`config.mk`:
```
export PLATFORM = sky130hd
export DESIGN_NAME = gregorian_date_add_and_difference_core
export DESIGN_NICKNAME = d
export VERILOG_FILES = /design/src/hw/rtl/gdad_pkg.sv /design/src/hw/rtl/gdad_datapath.sv /design/src/hw/rtl/gdad_ctrl.sv /design/src/hw/rtl/gregorian_date_add_and_difference_core.sv
export VERILOG_INCLUDE_DIRS = /design/src /design/src/hw/rtl
export SDC_FILE = /design/constraint.sdc
export NUM_CORES = 1
export LEC_CHECK = 0
export ABC_AREA = 1
export BUFFER_PORTS_ARGS = -buffer_cell sky130_fd_sc_hd__buf_2
export CAP_MARGIN = 20
export CORE_UTILIZATION = 50
export CTS_BUF_LIST = sky130_fd_sc_hd__clkbuf_4 sky130_fd_sc_hd__clkbuf_8 sky130_fd_sc_hd__clkbuf_16
export DETAILED_ROUTE_END_ITERATION = 10
export PLACE_DENSITY_LB_ADDON = 0.15
export SYNTH_ARGS = -nofsm -noshare
export SYNTH_HDL_FRONTEND = slang
export SYNTH_SLANG_ARGS = --single-unit
```
`constraint.sdc`:
```
create_clock -name clock -period 18.2 [get_ports clock]
set_input_delay 3.64 -clock clock [delete_from_list [all_inputs] [get_ports clock]]
set_output_delay 3.64 -clock clock [all_outputs]
set_load 0.02 [all_outputs]
```
`src/hw/rtl/assert_macros.svh`:
```
// Assertion helpers shared by the RTL.
// ASSERT_IMPLY: when ante holds at a clock edge, cons holds at the same edge.
// ASSERT_NEXT: when ante holds at a clock edge, cons holds at the next edge.
`ifndef ASSERT_MACROS_SVH
`define ASSERT_MACROS_SVH

`ifndef SYNTHESIS
`define ASSERT_IMPLY(lbl, clk, rst, ante, cons) \
   lbl: assert property (@(posedge clk) disable iff (rst) (ante) |-> (cons)) \
      else $error("%m: assertion failed");
`define ASSERT_NEXT(lbl, clk, rst, ante, cons) \
   lbl: assert property (@(posedge clk) disable iff (rst) (ante) |=> (cons)) \
      else $error("%m: assertion failed");
`else
`define ASSERT_IMPLY(lbl, clk, rst, ante, cons)
`define ASSERT_NEXT(lbl, clk, rst, ante, cons)
`endif

`endif

```
`src/hw/rtl/gdad_pkg.sv`:
```
package gdad_pkg;

   // field widths
   localparam int YEAR_IN_W  = 14;
   localparam int MONTH_W    = 4;
   localparam int DAY_IN_W   = 5;
   localparam int OFFSET_W   = 23;
   localparam int LEN_W      = 5;
   // working widths: years span about -11500..28000, day counts about +/-6.1M
   localparam int YEAR_W     = 16;
   localparam int DAYS_W     = 25;
   // year modulo 400
   localparam int RES_W      = 9;

   // stream widths
   localparam int REQ_DATA_W = 72;
   localparam int REQ_USER_W = 1;
   localparam int RSP_DATA_W = 48;

   // months
   localparam logic [MONTH_W-1:0] MONTH_JAN = 4'd1;
   localparam logic [MONTH_W-1:0] MONTH_FEB = 4'd2;
   localparam logic [MONTH_W-1:0] MONTH_APR = 4'd4;
   localparam logic [MONTH_W-1:0] MONTH_JUN = 4'd6;
   localparam logic [MONTH_W-1:0] MONTH_SEP = 4'd9;
   localparam logic [MONTH_W-1:0] MONTH_NOV = 4'd11;
   localparam logic [MONTH_W-1:0] MONTH_DEC = 4'd12;

   // commands
   localparam logic CMD_ADD  = 1'b0;
   localparam logic CMD_DIFF = 1'b1;

   // day window for whole-year steps, year lengths, limits
   localparam logic signed [DAYS_W-1:0] DAY_LO      = -25'sd213;
   localparam logic signed [DAYS_W-1:0] DAY_HI      = 25'sd243;
   localparam logic signed [DAYS_W-1:0] DAYS_YEAR   = 25'sd365;
   localparam logic signed [DAYS_W-1:0] DAYS_LEAP   = 25'sd366;
   localparam logic signed [DAYS_W-1:0] DAYS_MONTH  = 25'sd30;
   localparam logic signed [DAYS_W-1:0] DIFF_MAX    = 25'sd4194303;
   localparam logic signed [DAYS_W-1:0] DIFF_MIN    = -25'sd4194304;
   localparam logic signed [YEAR_W-1:0] YEAR_MAX    = 16'sd9999;
   localparam logic [RES_W-1:0]         RES_LAST    = 9'd399;
   localparam logic [RES_W-1:0]         RES_CENT1   = 9'd100;
   localparam logic [RES_W-1:0]         RES_CENT2   = 9'd200;
   localparam logic [RES_W-1:0]         RES_CENT3   = 9'd300;
   localparam logic [RES_W-1:0]         RES_MOD     = 9'd400;

   // datapath operations
   typedef enum logic [3:0] {
      OP_NONE,
      OP_LOAD,
      OP_YDN,
      OP_YUP,
      OP_MDN,
      OP_MUP,
      OP_FIX,
      OP_WALKA,
      OP_WALKB,
      OP_OUT
   } op_type;

   typedef struct packed {
      op_type op;
   } ctrl_cmd_type;

   typedef struct packed {
      logic cmd;
      logic shift_en;
      logic d_below_lo;
      logic d_above_hi;
      logic d_below_one;
      logic d_above_len;
      logic a_before_b;
      logic a_after_b;
   } dp_status_type;

   typedef struct packed {
      logic                 cmd;
      logic [YEAR_IN_W-1:0] year_a;
      logic [MONTH_W-1:0]   month_a;
      logic [DAY_IN_W-1:0]  day_a;
      logic [OFFSET_W-1:0]  day_offset;
      logic [YEAR_IN_W-1:0] year_b;
      logic [MONTH_W-1:0]   month_b;
      logic [DAY_IN_W-1:0]  day_b;
   } req_item_type;

   typedef struct packed {
      logic [YEAR_IN_W-1:0] result_year;
      logic [MONTH_W-1:0]   result_month;
      logic [DAY_IN_W-1:0]  result_day;
      logic [OFFSET_W-1:0]  day_difference;
      logic                 overflow;
   } rsp_item_type;

   // year mod 400 by restoring subtraction of 400*32 .. 400*1
   function automatic logic [RES_W-1:0] mod400(input logic [YEAR_IN_W-1:0] y);
      logic [YEAR_IN_W-1:0] v;
      v = y;
      for (int k = 5; k >= 0; k--) begin
         if (v >= YEAR_IN_W'(400 << k)) begin
            v = v - YEAR_IN_W'(400 << k);
         end
      end
      return v[RES_W-1:0];
   endfunction

   function automatic logic [RES_W-1:0] res_inc(input logic [RES_W-1:0] r);
      return (r == RES_LAST) ? '0 : r + 9'd1;
   endfunction

   function automatic logic [RES_W-1:0] res_dec(input logic [RES_W-1:0] r);
      return (r == '0) ? RES_LAST : r - 9'd1;
   endfunction

   // 4/100/400 rule on the year's residue mod 400
   function automatic logic is_leap(input logic [RES_W-1:0] r);
      return (r[1:0] == 2'b00) && (r != RES_CENT1) && (r != RES_CENT2) && (r != RES_CENT3);
   endfunction

   function automatic logic [LEN_W-1:0] month_len(input logic [RES_W-1:0] r,
                                                   input logic [MONTH_W-1:0] m);
      logic [LEN_W-1:0] n;
      case (m)
         MONTH_FEB: n = is_leap(r) ? 5'd29 : 5'd28;
         MONTH_APR, MONTH_JUN, MONTH_SEP, MONTH_NOV: n = 5'd30;
         default: n = 5'd31;
      endcase
      return n;
   endfunction

   function automatic logic [MONTH_W-1:0] clamp_month(input logic [MONTH_W-1:0] m);
      logic [MONTH_W-1:0] c;
      if (m < MONTH_JAN) begin
         c = MONTH_JAN;
      end else if (m > MONTH_DEC) begin
         c = MONTH_DEC;
      end else begin
         c = m;
      end
      return c;
   endfunction

   function automatic logic signed [DAYS_W-1:0] ext_days(input logic [LEN_W-1:0] v);
      return $signed({{(DAYS_W-LEN_W){1'b0}}, v});
   endfunction

endpackage

```
`src/hw/rtl/gdad_datapath.sv`:
```
`include "assert_macros.svh"

module gdad_datapath (
   input  logic                  clock,
   input  logic                  reset,
   input  gdad_pkg::ctrl_cmd_type ctl,
   input  gdad_pkg::req_item_type req_item,
   output gdad_pkg::dp_status_type sts,
   output gdad_pkg::rsp_item_type rsp_item
);
   import gdad_pkg::*;

   // working date A (y, y mod 400, month, day count) and day accumulator
   logic signed [YEAR_W-1:0] y_ff, y_in;
   logic [RES_W-1:0]         r_ff, r_in;
   logic [MONTH_W-1:0]       m_ff, m_in;
   logic signed [DAYS_W-1:0] d_ff, d_in;
   logic signed [DAYS_W-1:0] acc_ff, acc_in;
   // date B
   logic signed [YEAR_W-1:0] yb_ff, yb_in;
   logic [RES_W-1:0]         rb_ff, rb_in;
   logic [MONTH_W-1:0]       mb_ff, mb_in;
   logic [DAY_IN_W-1:0]      db_ff, db_in;
   // item mode
   logic                     cmd_ff, cmd_in;
   logic                     shift_ff, shift_in;
   rsp_item_type             rsp_ff, rsp_in;

   // load-time values
   logic signed [YEAR_W-1:0]  ya_s, yb_s, dy;
   logic [MONTH_W-1:0]        ma_c, mb_c;
   logic signed [MONTH_W:0]   dm;
   logic signed [DAYS_W-1:0]  da_ext, db_ext, off_ext, est;

   // per-step helpers
   logic [RES_W-1:0]   r_dec_a, r_inc_a, r_inc_b, r_dn;
   logic [MONTH_W-1:0] m_dn;
   logic [LEN_W-1:0]   len_a, len_b, len_dn;

   // first estimate of the gap: 365 per year, 30 per month, plus the day gap
   assign ya_s    = $signed({{(YEAR_W-YEAR_IN_W){1'b0}}, req_item.year_a});
   assign yb_s    = $signed({{(YEAR_W-YEAR_IN_W){1'b0}}, req_item.year_b});
   assign dy      = yb_s - ya_s;
   assign ma_c    = clamp_month(req_item.month_a);
   assign mb_c    = clamp_month(req_item.month_b);
   assign dm      = $signed({1'b0, mb_c}) - $signed({1'b0, ma_c});
   assign da_ext  = $signed({{(DAYS_W-DAY_IN_W){1'b0}}, req_item.day_a});
   assign db_ext  = $signed({{(DAYS_W-DAY_IN_W){1'b0}}, req_item.day_b});
   assign off_ext = DAYS_W'($signed(req_item.day_offset));
   assign est     = DAYS_W'(dy) * DAYS_YEAR + DAYS_W'(dm) * DAYS_MONTH + db_ext - da_ext;

   // month lengths and neighbors of the current dates
   assign r_dec_a = res_dec(r_ff);
   assign r_inc_a = res_inc(r_ff);
   assign r_inc_b = res_inc(rb_ff);
   assign len_a   = month_len(r_ff, m_ff);
   assign len_b   = month_len(rb_ff, mb_ff);
   assign m_dn    = (m_ff == MONTH_JAN) ? MONTH_DEC : m_ff - 4'd1;
   assign r_dn    = (m_ff == MONTH_JAN) ? r_dec_a : r_ff;
   assign len_dn  = month_len(r_dn, m_dn);

   // status to the controller
   assign sts.cmd         = cmd_ff;
   assign sts.shift_en    = shift_ff;
   assign sts.d_below_lo  = d_ff < DAY_LO;
   assign sts.d_above_hi  = d_ff > DAY_HI;
   assign sts.d_below_one = d_ff < 25'sd1;
   assign sts.d_above_len = d_ff > ext_days(len_a);
   assign sts.a_before_b  = (y_ff < yb_ff) || ((y_ff == yb_ff) && (m_ff < mb_ff));
   assign sts.a_after_b   = (y_ff > yb_ff) || ((y_ff == yb_ff) && (m_ff > mb_ff));

   assign rsp_item = rsp_ff;

   // one step of the selected operation
   always_comb begin
      y_in     = y_ff;
      r_in     = r_ff;
      m_in     = m_ff;
      d_in     = d_ff;
      acc_in   = acc_ff;
      yb_in    = yb_ff;
      rb_in    = rb_ff;
      mb_in    = mb_ff;
      db_in    = db_ff;
      cmd_in   = cmd_ff;
      shift_in = shift_ff;
      rsp_in   = rsp_ff;
      case (ctl.op)
         OP_LOAD: begin
            cmd_in   = req_item.cmd;
            shift_in = (req_item.cmd == CMD_ADD) || (ya_s != yb_s);
            y_in     = ya_s;
            r_in     = mod400(req_item.year_a);
            m_in     = ma_c;
            yb_in    = yb_s;
            rb_in    = mod400(req_item.year_b);
            mb_in    = mb_c;
            db_in    = req_item.day_b;
            if (req_item.cmd == CMD_ADD) begin
               d_in   = da_ext + off_ext;
               acc_in = '0;
            end else if (ya_s != yb_s) begin
               d_in   = da_ext + est;
               acc_in = est;
            end else begin
               d_in   = da_ext;
               acc_in = db_ext - da_ext;
            end
         end
         // whole year back: the February crossed belongs to y or y-1
         OP_YDN: begin
            d_in = d_ff + (is_leap((m_ff > MONTH_FEB) ? r_ff : r_dec_a) ? DAYS_LEAP : DAYS_YEAR);
            y_in = y_ff - 16'sd1;
            r_in = r_dec_a;
         end
         // whole year forward
         OP_YUP: begin
            d_in = d_ff - (is_leap((m_ff > MONTH_FEB) ? r_inc_a : r_ff) ? DAYS_LEAP : DAYS_YEAR);
            y_in = y_ff + 16'sd1;
            r_in = r_inc_a;
         end
         // borrow the previous month
         OP_MDN: begin
            m_in = m_dn;
            r_in = r_dn;
            if (m_ff == MONTH_JAN) begin
               y_in = y_ff - 16'sd1;
            end
            d_in = d_ff + ext_days(len_dn);
         end
         // spill into the next month
         OP_MUP: begin
            d_in = d_ff - ext_days(len_a);
            if (m_ff == MONTH_DEC) begin
               m_in = MONTH_JAN;
               y_in = y_ff + 16'sd1;
               r_in = r_inc_a;
            end else begin
               m_in = m_ff + 4'd1;
            end
         end
         // correct the estimate by the day left after the shift
         OP_FIX: begin
            acc_in = acc_ff + $signed({{(DAYS_W-DAY_IN_W){1'b0}}, db_ff}) - d_ff;
         end
         OP_WALKA: begin
            acc_in = acc_ff + ext_days(len_a);
            if (m_ff == MONTH_DEC) begin
               m_in = MONTH_JAN;
               y_in = y_ff + 16'sd1;
               r_in = r_inc_a;
            end else begin
               m_in = m_ff + 4'd1;
            end
         end
         OP_WALKB: begin
            acc_in = acc_ff - ext_days(len_b);
            if (mb_ff == MONTH_DEC) begin
               mb_in = MONTH_JAN;
               yb_in = yb_ff + 16'sd1;
               rb_in = r_inc_b;
            end else begin
               mb_in = mb_ff + 4'd1;
            end
         end
         // saturate and fill the result register
         OP_OUT: begin
            rsp_in = '0;
            if (cmd_ff == CMD_ADD) begin
               rsp_in.result_month = m_ff;
               rsp_in.result_day   = d_ff[DAY_IN_W-1:0];
               if (y_ff < 16'sd0) begin
                  rsp_in.overflow = 1'b1;
               end else if (y_ff > YEAR_MAX) begin
                  rsp_in.result_year = YEAR_MAX[YEAR_IN_W-1:0];
                  rsp_in.overflow    = 1'b1;
               end else begin
                  rsp_in.result_year = y_ff[YEAR_IN_W-1:0];
               end
            end else begin
               if (acc_ff > DIFF_MAX) begin
                  rsp_in.day_difference = DIFF_MAX[OFFSET_W-1:0];
                  rsp_in.overflow       = 1'b1;
               end else if (acc_ff < DIFF_MIN) begin
                  rsp_in.day_difference = DIFF_MIN[OFFSET_W-1:0];
                  rsp_in.overflow       = 1'b1;
               end else begin
                  rsp_in.day_difference = acc_ff[OFFSET_W-1:0];
               end
            end
         end
         default: begin
         end
      endcase
   end

   // mode flags
   always_ff @(posedge clock) begin
      if (reset) begin
         cmd_ff   <= 1'b0;
         shift_ff <= 1'b0;
      end else begin
         cmd_ff   <= cmd_in;
         shift_ff <= shift_in;
      end
   end

   // payload
   always_ff @(posedge clock) begin
      y_ff   <= y_in;
      r_ff   <= r_in;
      m_ff   <= m_in;
      d_ff   <= d_in;
      acc_ff <= acc_in;
      yb_ff  <= yb_in;
      rb_ff  <= rb_in;
      mb_ff  <= mb_in;
      db_ff  <= db_in;
      rsp_ff <= rsp_in;
   end

   `ASSERT_IMPLY(a_res_range, clock, reset, ctl.op == OP_YUP || ctl.op == OP_YDN, r_ff < RES_MOD)
   `ASSERT_IMPLY(a_month_range, clock, reset, ctl.op == OP_MDN || ctl.op == OP_MUP, m_ff >= MONTH_JAN && m_ff <= MONTH_DEC)
   `ASSERT_IMPLY(a_day_settled, clock, reset, ctl.op == OP_FIX, d_ff >= 25'sd1 && d_ff <= 25'sd31)

endmodule

```
`src/hw/rtl/gdad_ctrl.sv`:
```
`include "assert_macros.svh"

module gdad_ctrl (
   input  logic                    clock,
   input  logic                    reset,
   input  logic                    req_tvalid,
   output logic                    req_tready,
   output logic                    rsp_tvalid,
   input  logic                    rsp_tready,
   input  gdad_pkg::dp_status_type sts,
   output gdad_pkg::ctrl_cmd_type  ctl
);
   import gdad_pkg::*;

   typedef enum logic [8:0] {
      S_IDLE  = 9'b000000001,
      S_YDN   = 9'b000000010,
      S_YUP   = 9'b000000100,
      S_MDN   = 9'b000001000,
      S_MUP   = 9'b000010000,
      S_FIX   = 9'b000100000,
      S_WALKA = 9'b001000000,
      S_WALKB = 9'b010000000,
      S_DONE  = 9'b100000000
   } state_type;

   state_type state_ff, state_in;
   logic      rsp_valid_ff, rsp_valid_in;

   assign req_tready = (state_ff == S_IDLE);
   assign rsp_tvalid = rsp_valid_ff;

   // each loop state repeats its step while its condition holds
   always_comb begin
      state_in = state_ff;
      ctl.op   = OP_NONE;
      case (state_ff)
         S_IDLE: begin
            if (req_tvalid) begin
               ctl.op   = OP_LOAD;
               state_in = S_YDN;
            end
         end
         S_YDN: begin
            if (!sts.shift_en) begin
               state_in = S_WALKA;
            end else if (sts.d_below_lo) begin
               ctl.op = OP_YDN;
            end else begin
               state_in = S_YUP;
            end
         end
         S_YUP: begin
            if (sts.d_above_hi) begin
               ctl.op = OP_YUP;
            end else begin
               state_in = S_MDN;
            end
         end
         S_MDN: begin
            if (sts.d_below_one) begin
               ctl.op = OP_MDN;
            end else begin
               state_in = S_MUP;
            end
         end
         S_MUP: begin
            if (sts.d_above_len) begin
               ctl.op = OP_MUP;
            end else if (sts.cmd == CMD_DIFF) begin
               state_in = S_FIX;
            end else begin
               state_in = S_DONE;
            end
         end
         S_FIX: begin
            ctl.op   = OP_FIX;
            state_in = S_WALKA;
         end
         S_WALKA: begin
            if (sts.a_before_b) begin
               ctl.op = OP_WALKA;
            end else begin
               state_in = S_WALKB;
            end
         end
         S_WALKB: begin
            if (sts.a_after_b) begin
               ctl.op = OP_WALKB;
            end else begin
               state_in = S_DONE;
            end
         end
         S_DONE: begin
            if (!rsp_valid_ff || rsp_tready) begin
               ctl.op   = OP_OUT;
               state_in = S_IDLE;
            end
         end
         default: begin
            state_in = S_IDLE;
         end
      endcase
   end

   // result register occupancy
   always_comb begin
      if (ctl.op == OP_OUT) begin
         rsp_valid_in = 1'b1;
      end else if (rsp_tready) begin
         rsp_valid_in = 1'b0;
      end else begin
         rsp_valid_in = rsp_valid_ff;
      end
   end

   always_ff @(posedge clock) begin
      if (reset) begin
         state_ff     <= S_IDLE;
         rsp_valid_ff <= 1'b0;
      end else begin
         state_ff     <= state_in;
         rsp_valid_ff <= rsp_valid_in;
      end
   end

   `ASSERT_NEXT(a_accept_busy, clock, reset, req_tvalid && req_tready, !req_tready)
   `ASSERT_IMPLY(a_walk_diff_only, clock, reset, state_ff == S_FIX || state_ff == S_WALKA || state_ff == S_WALKB, sts.cmd == CMD_DIFF || !sts.shift_en)
   `ASSERT_NEXT(a_out_sets_valid, clock, reset, ctl.op == OP_OUT, rsp_tvalid)

endmodule

```
`src/hw/rtl/gregorian_date_add_and_difference_core.sv`:
```
// Gregorian date arithmetic core.
// Request channel (req_*): one transfer carries a command in req_tuser and
// two dates plus a signed day offset in req_tdata. Command add shifts date A
// by the offset; command diff returns the signed day count from A to B.
// Result channel (rsp_*): one transfer per request with the shifted date or
// the difference, and an overflow flag for a saturated year or difference.
// Timing: one request at a time. After the load, the sequential stepper
// moves date A by whole years, then by months; diff does so only when the
// years differ, then corrects its estimate and walks the earlier of A and B
// forward by months to the later before the result is written.
// The year/month stepper advances one year or one month per clock.
// Backpressure: a finished result sits in the output register; req_tready
// returns as soon as the result is registered, so the next request can be
// worked on while rsp_tready is low; its result waits until the register
// is taken.
// Reset: synchronous, active high; clears the sequencer and drops rsp_tvalid.
module gregorian_date_add_and_difference_core (
   input  logic                              clock,
   input  logic                              reset,
   input  logic                              req_tvalid,
   output logic                              req_tready,
   // year_a[13:0] month_a[17:14] day_a[22:18] day_offset[45:23]
   // year_b[59:46] month_b[63:60] day_b[68:64], zeros above
   input  logic [gdad_pkg::REQ_DATA_W-1:0]   req_tdata,
   // cmd[0]
   input  logic [gdad_pkg::REQ_USER_W-1:0]   req_tuser,
   output logic                              rsp_tvalid,
   input  logic                              rsp_tready,
   // result_year[13:0] result_month[17:14] result_day[22:18]
   // day_difference[45:23] overflow[46], zero above
   output logic [gdad_pkg::RSP_DATA_W-1:0]   rsp_tdata
);
   import gdad_pkg::*;

   ctrl_cmd_type  ctl;
   dp_status_type sts;
   req_item_type  req_item;
   rsp_item_type  rsp_item;

   // unpack request
   assign req_item.cmd        = req_tuser[0];
   assign req_item.year_a     = req_tdata[13:0];
   assign req_item.month_a    = req_tdata[17:14];
   assign req_item.day_a      = req_tdata[22:18];
   assign req_item.day_offset = req_tdata[45:23];
   assign req_item.year_b     = req_tdata[59:46];
   assign req_item.month_b    = req_tdata[63:60];
   assign req_item.day_b      = req_tdata[68:64];

   // pack result
   assign rsp_tdata = {{(RSP_DATA_W-$bits(rsp_item_type)){1'b0}},
                       rsp_item.overflow, rsp_item.day_difference, rsp_item.result_day,
                       rsp_item.result_month, rsp_item.result_year};

   gdad_ctrl u_ctrl (
      .clock      (clock),
      .reset      (reset),
      .req_tvalid (req_tvalid),
      .req_tready (req_tready),
      .rsp_tvalid (rsp_tvalid),
      .rsp_tready (rsp_tready),
      .sts        (sts),
      .ctl        (ctl)
   );

   gdad_datapath u_datapath (
      .clock    (clock),
      .reset    (reset),
      .ctl      (ctl),
      .req_item (req_item),
      .sts      (sts),
      .rsp_item (rsp_item)
   );

endmodule

```
==> flow_summary.ini, run 1 <==
[drt]
route.detailed.drc = 0
drt-wirelength-per-cell_um = 17.31
ant_nets = 0
via_per_inst = 5.563
first_pass_iters = 6
vias = 22070
drt_iter0_markers = 1904
route.final.wire_length_um = 68700

[final_layout]
syn_to_final_growth_pct = 8.300
layout-drive-gt1-share = 0.07759
fin_area_um2 = 26170
final_cell_mix = nand2_1, inv_1, ha_1
n_fill_cell = 4554
multiInputGateArea_um2 = 16690
final_common_cell = nand2_1
seq_area_um2 = 5045
final_nets = 3839

[floorplan]
initial_core_util = 0.5061
io_pins = 127
die_area_um2 = 49220
core_um2 = 47750
die_w_um = 221.8
die_h_um = 221.8
row_count = 80

[grt]
busiest_layer = met2
antenna_found_initial = 3
grt_use_met2 = 0.4477
grt_use_total = 0.2795
grt_pass1_wl_um = 109700
grt_max_degree = 48
use_met1 = 0.4043
grt_pass1_vias = 20990
grt_overflow_total = 0
use_met3 = 0.02743

[sta]
relSlewSlack = 0.3307
tightest_slew_ns = 1.000
finalSetupTns_ns = 0
rsz0062_at_grt = no
finalCritPeriodShare = 0.7445
final-max-slew-violation-count = 0
period_minus_slack_ns = 13.55
setup_viol = 0
max_freq_ghz = 0.07380
hold_violations = 0
finalClockSkew_ns = 0.01323

[worst_setup_path]
crit_path_frequent_cell = inv_1
start_kind = input port
required_ns = 18.40
cpMaxStageDelayCell = o31ai_1
path_class = in -> reg
slowest_delay_ns = 0.75
worstPathArrival_ns = 13.75
crit_fanout = 7
cp-end-kind = flip-flop

[clock_tree]
clk-insertion-delay-late_ns = 0.46
postCtsSetupBuffers = 0
cts_made_buffers = 17
cts_resized = 0
cts.sinks = 172
cts_hold_buf = 0
ctsRootBufferMaster = clkbuf_16
clk_pin_slew_worst_paths_ns = 0.07
cts_tree = done
h-tree-depth = 4
cts_buffer_depth = 2

[placed_design]
io_buffers = 122
placed_area_um2 = 25540
gp_congestion = 0.9562
hpwl_um = 57780

[run]
drv_cap = 0

[min_path]
holdCritPathClass = reg -> reg

[yosys]
ys_warn_count = 0
synth-edff-count = 160
ys.flop_type = edfxtp_1
seq_area_frac_synth = 0.2088
ys_ff_latch = 172
synthCells = 3220
synth.cell_area_um2 = 24170
synthDistinctLibCells = 64
syn_area_per_cell_um2 = 7.505
async_flop_share = 0
syn_nets = 3721

[run_status]
outcome = finished clean
[registers in the layout (all words and copies together) (netlist names)]
signal / cells
u_ctrl.rsp_tvalid: 1
u_ctrl.state_ff: 9
u_datapath.acc_ff: 25
u_datapath.cmd_ff: 1
u_datapath.d_ff: 25
u_datapath.db_ff: 5
u_datapath.m_ff: 4
u_datapath.mb_ff: 4
u_datapath.r_ff: 9
u_datapath.rb_ff: 9
u_datapath.rsp_item: 47
u_datapath.shift_ff: 1
u_datapath.y_ff: 16
u_datapath.yb_ff: 16
[per-layer routing]
| metal | vias to the layer above | wire, um |
|---|---|---|
| met4 | 2 | 1345 |
| li1 | 10930 | - |
| met1 | 10420 | 32320 |
| met3 | 75 | 4330 |
| met2 | 649 | 30690 |
| met5 | - | 9 |
[path summary, 6_finish.rpt]
kind,endpoint,depth (start not counted),from,slack [ns]
worst max register to register,u_datapath.d_ff[24],32,u_datapath.m_ff[0],10.61
worst min register to register,u_datapath.shift_ff,2,u_datapath.shift_ff,0.51
worst min-delay path,u_datapath.shift_ff,2,u_datapath.shift_ff,0.51
worst max-delay path,u_datapath.d_ff[24],45,req_tdata[16],4.65
[cell type report]
cell class	instances	area share
inverters	610	0.08768
flip-flops and latches	172	0.1928
clock inverters	14	0.006167
repair buffers	140	0.02926
clock buffers	18	0.01678
diodes	2	0.0001912
multi-input cells	2397	0.6378
well taps	615	0.02940
[critical path, delay by kind of cell]
kind / cells / cell delay [ns]
AO/OA/AOI/OAI: 8 / 1.69
XOR/XNOR: 3 / 0.82
adder cells (fa/ha/maj): 12 / 4.74
buffers and inverters: 8 / 0.81
AND/OR/NAND/NOR: 14 / 2.04
[cells in the mapped netlist, types with 35 or more instances]
library cell / count / area [um^2]
xor2_1: 137 / 1200
nand4_1: 38 / 237.7
nor2_1: 225 / 844.6
inv_1: 598 / 2245
o21ai_0: 219 / 1096
o221ai_1: 44 / 385.4
nor3_1: 42 / 210.2
edfxtp_1: 160 / 4805
nand3_1: 174 / 870.8
xnor2_1: 59 / 516.8
fa_1: 117 / 2342
ha_1: 307 / 3841
a21oi_1: 180 / 900.9
nand2_2: 35 / 219.0
nand2_1: 607 / 2278
clkbuf_1: 37 / 138.9
[cells by family after synthesis]
group | after synthesis | share of synthesized area
flip-flops | 172 | 0.2088
XOR/XNOR | 196 | 0.07104
buffers and inverters | 651 | 0.1015
adder cells (fa/ha/maj) | 424 | 0.2559
other | 1 | 0.0001552
AO/OA/AOI/OAI | 579 | 0.1422
AND/OR/NAND/NOR | 1197 | 0.2205
[per-stage QoR]
step | hold WS [ns] | utilization | setup slack [ns] | instances
after floorplan | 0.4542 | - | 5.924 | 3220
after global placement | 0.4786 | 0.5349 | 4.431 | 3933
after detailed placement | 0.4898 | 0.5349 | 4.198 | 3933
after CTS | 0.5003 | 0.5475 | 4.649 | 3965
after global routing | 0.5294 | 0.5481 | 3.761 | 3968
final | 0.5059 | 0.5481 | 4.651 | 3968
Power of run 1 is left out: the tool's default activity adds up to more than one toggle a clock period on the data nets, which glitch-free logic cannot reach.
==> run 2: changes to the inputs <==
==> constraint.sdc (replaced) <==
create_clock -name clock -period 10.85 [get_ports clock]
set_input_delay 2.17 -clock clock [delete_from_list [all_inputs] [get_ports clock]]
set_output_delay 2.17 -clock clock [all_outputs]
set_load 0.02 [all_outputs]
==> flow_summary.ini, run 2 (synthesis gave the netlist of run 1 again) <==
[clock_tree]
ctsRootBufferMaster = clkbuf_16
clk_pin_slew_worst_paths_ns = 0.07
cts.sinks = 172
clk-insertion-delay-late_ns = 0.45
cts_made_buffers = 17
cts_tree = done
h-tree-depth = 4
cts_buffer_depth = 2
cts_hold_buf = 0

[worst_setup_path]
start_kind = input port
crit_fanout = 4
cp-end-kind = flip-flop
worstPathArrival_ns = 10.72
cpMaxStageDelayCell = fa_1
crit_path_frequent_cell = nand2_1
critPathTopFamily = adder cells
slowest_delay_ns = 0.55
path_class = in -> reg
required_ns = 11.04
cp_num_buf_inv = 12

[floorplan]
row_count = 80
core_um2 = 47750
die_area_um2 = 49220
io_pins = 127
die_h_um = 221.8
initial_core_util = 0.5061
die_w_um = 221.8

[drt]
drt_iter0_markers = 1861
drt-wirelength-per-cell_um = 17.12
vias = 22530
route.detailed.drc = 0
via_per_inst = 5.460
route.final.wire_length_um = 70660
first_pass_iters = 5
ant_nets = 0

[sta]
final-max-slew-violation-count = 0
max_freq_ghz = 0.09496
hold_ws_ns = 0.4917
finalSetupTns_ns = 0
hold_violations = 0
period_minus_slack_ns = 10.53
setup_viol = 0
relSlewSlack = 0.3691
finalCritPeriodShare = 0.9705
tightest_slew_ns = 0.9376
finalClockSkew_ns = 0.007002

[grt]
grt_pass1_vias = 21370
grt_overflow_total = 0
grt_max_degree = 48
grt_pass1_wl_um = 111600
grt_use_total = 0.2845
antenna_found_initial = 2

[min_path]
holdCritPathClass = reg -> reg

[final_layout]
final_nets = 3998
final_cell_mix = nand2_1, inv_1, ha_1
final_common_cell = nand2_1
syn_to_final_growth_pct = 16.00
largest_reg_flops = 47
layout-drive-gt1-share = 0.1484
n_fill_cell = 4398

[run_status]
outcome = finished clean

[placed_design]
gp_congestion = 0.9471
io_buffers = 122
hpwl_um = 58790

[run]
drv_cap = 0
-- run 2: cell types whose count changed in the layout (fill, tap and decap cells not counted), sizes merged --
cell      previous run  this run
inv                607       606
buf                140       299
clkinv              11        13
bufinv               2         1
clkinvlp             4         2
clkbuf              18        20
-- run 2: final timing paths --
check             depth (start not counted)  slack (ns)                   to                start
setup / recovery                         50        0.32  u_datapath.d_ff[24]        req_tdata[16]
hold / removal                            2        0.49  u_datapath.shift_ff  u_datapath.shift_ff
setup reg to reg                         32        3.32  u_datapath.d_ff[24]   u_datapath.m_ff[0]
hold reg to reg                           2        0.49  u_datapath.shift_ff  u_datapath.shift_ff
-- run 2: area by class of cell --
class,instances,area [um^2],area share
Antenna cell,2,5.005,0.0001785
Clock buffer,20,460.4,0.01642
Clock inverter,12,115.1,0.004106
Inverter,610,2297,0.08195
Multi-Input combinational cell,2397,17350,0.6187
Sequential cell,172,5045,0.1800
Tap cell,615,769.5,0.02745
Timing Repair Buffer,299,1996,0.07119
-- run 2: through the flow --
stage	util	instances	cell area (um^2)	setup WS, ns
after detailed placement	0.5575	4074	26620	-0.7013
after floorplan	-	3220	24170	0.04416
after global routing	0.5871	4127	28030	-0.05908
final	0.5871	4127	28030	0.3196
after CTS	0.5714	4112	27280	0.003187
after global placement	0.5569	4073	26590	-0.5207
-- run 2: what timing repair did --
item,4_1_cts,5_1_grt
gates resized for setup,10,124
setup buffers,6,13
pin swaps,7,78
endpoints found under the setup margin,4,17
endpoints found under the hold margin,0,0
-- run 2: routing by layer --
layer | global-route usage | vias to the layer above | share of wire
li1 | - | 11240 | -
met1 | 0.4145 | 10550 | 0.47
met2 | 0.4505 | 669 | 0.45
met3 | 0.02518 | 75 | 0.062
met4 | 0.07661 | 0 | 0.020
met5 | 0 | - | 0
-- run 2: worst register-to-register path: cells and delay by family, from the launching register on --
kind | cells | cell delay, ns
AOI/OAI and AO/OA | 17 | 4.12
DFF | 1 | 0.49
and+or+nand+nor | 8 | 0.99
buffers and inverters | 4 | 0.85
adders and majority gates | 3 | 0.84
Power of run 2 is left out for the same reason.
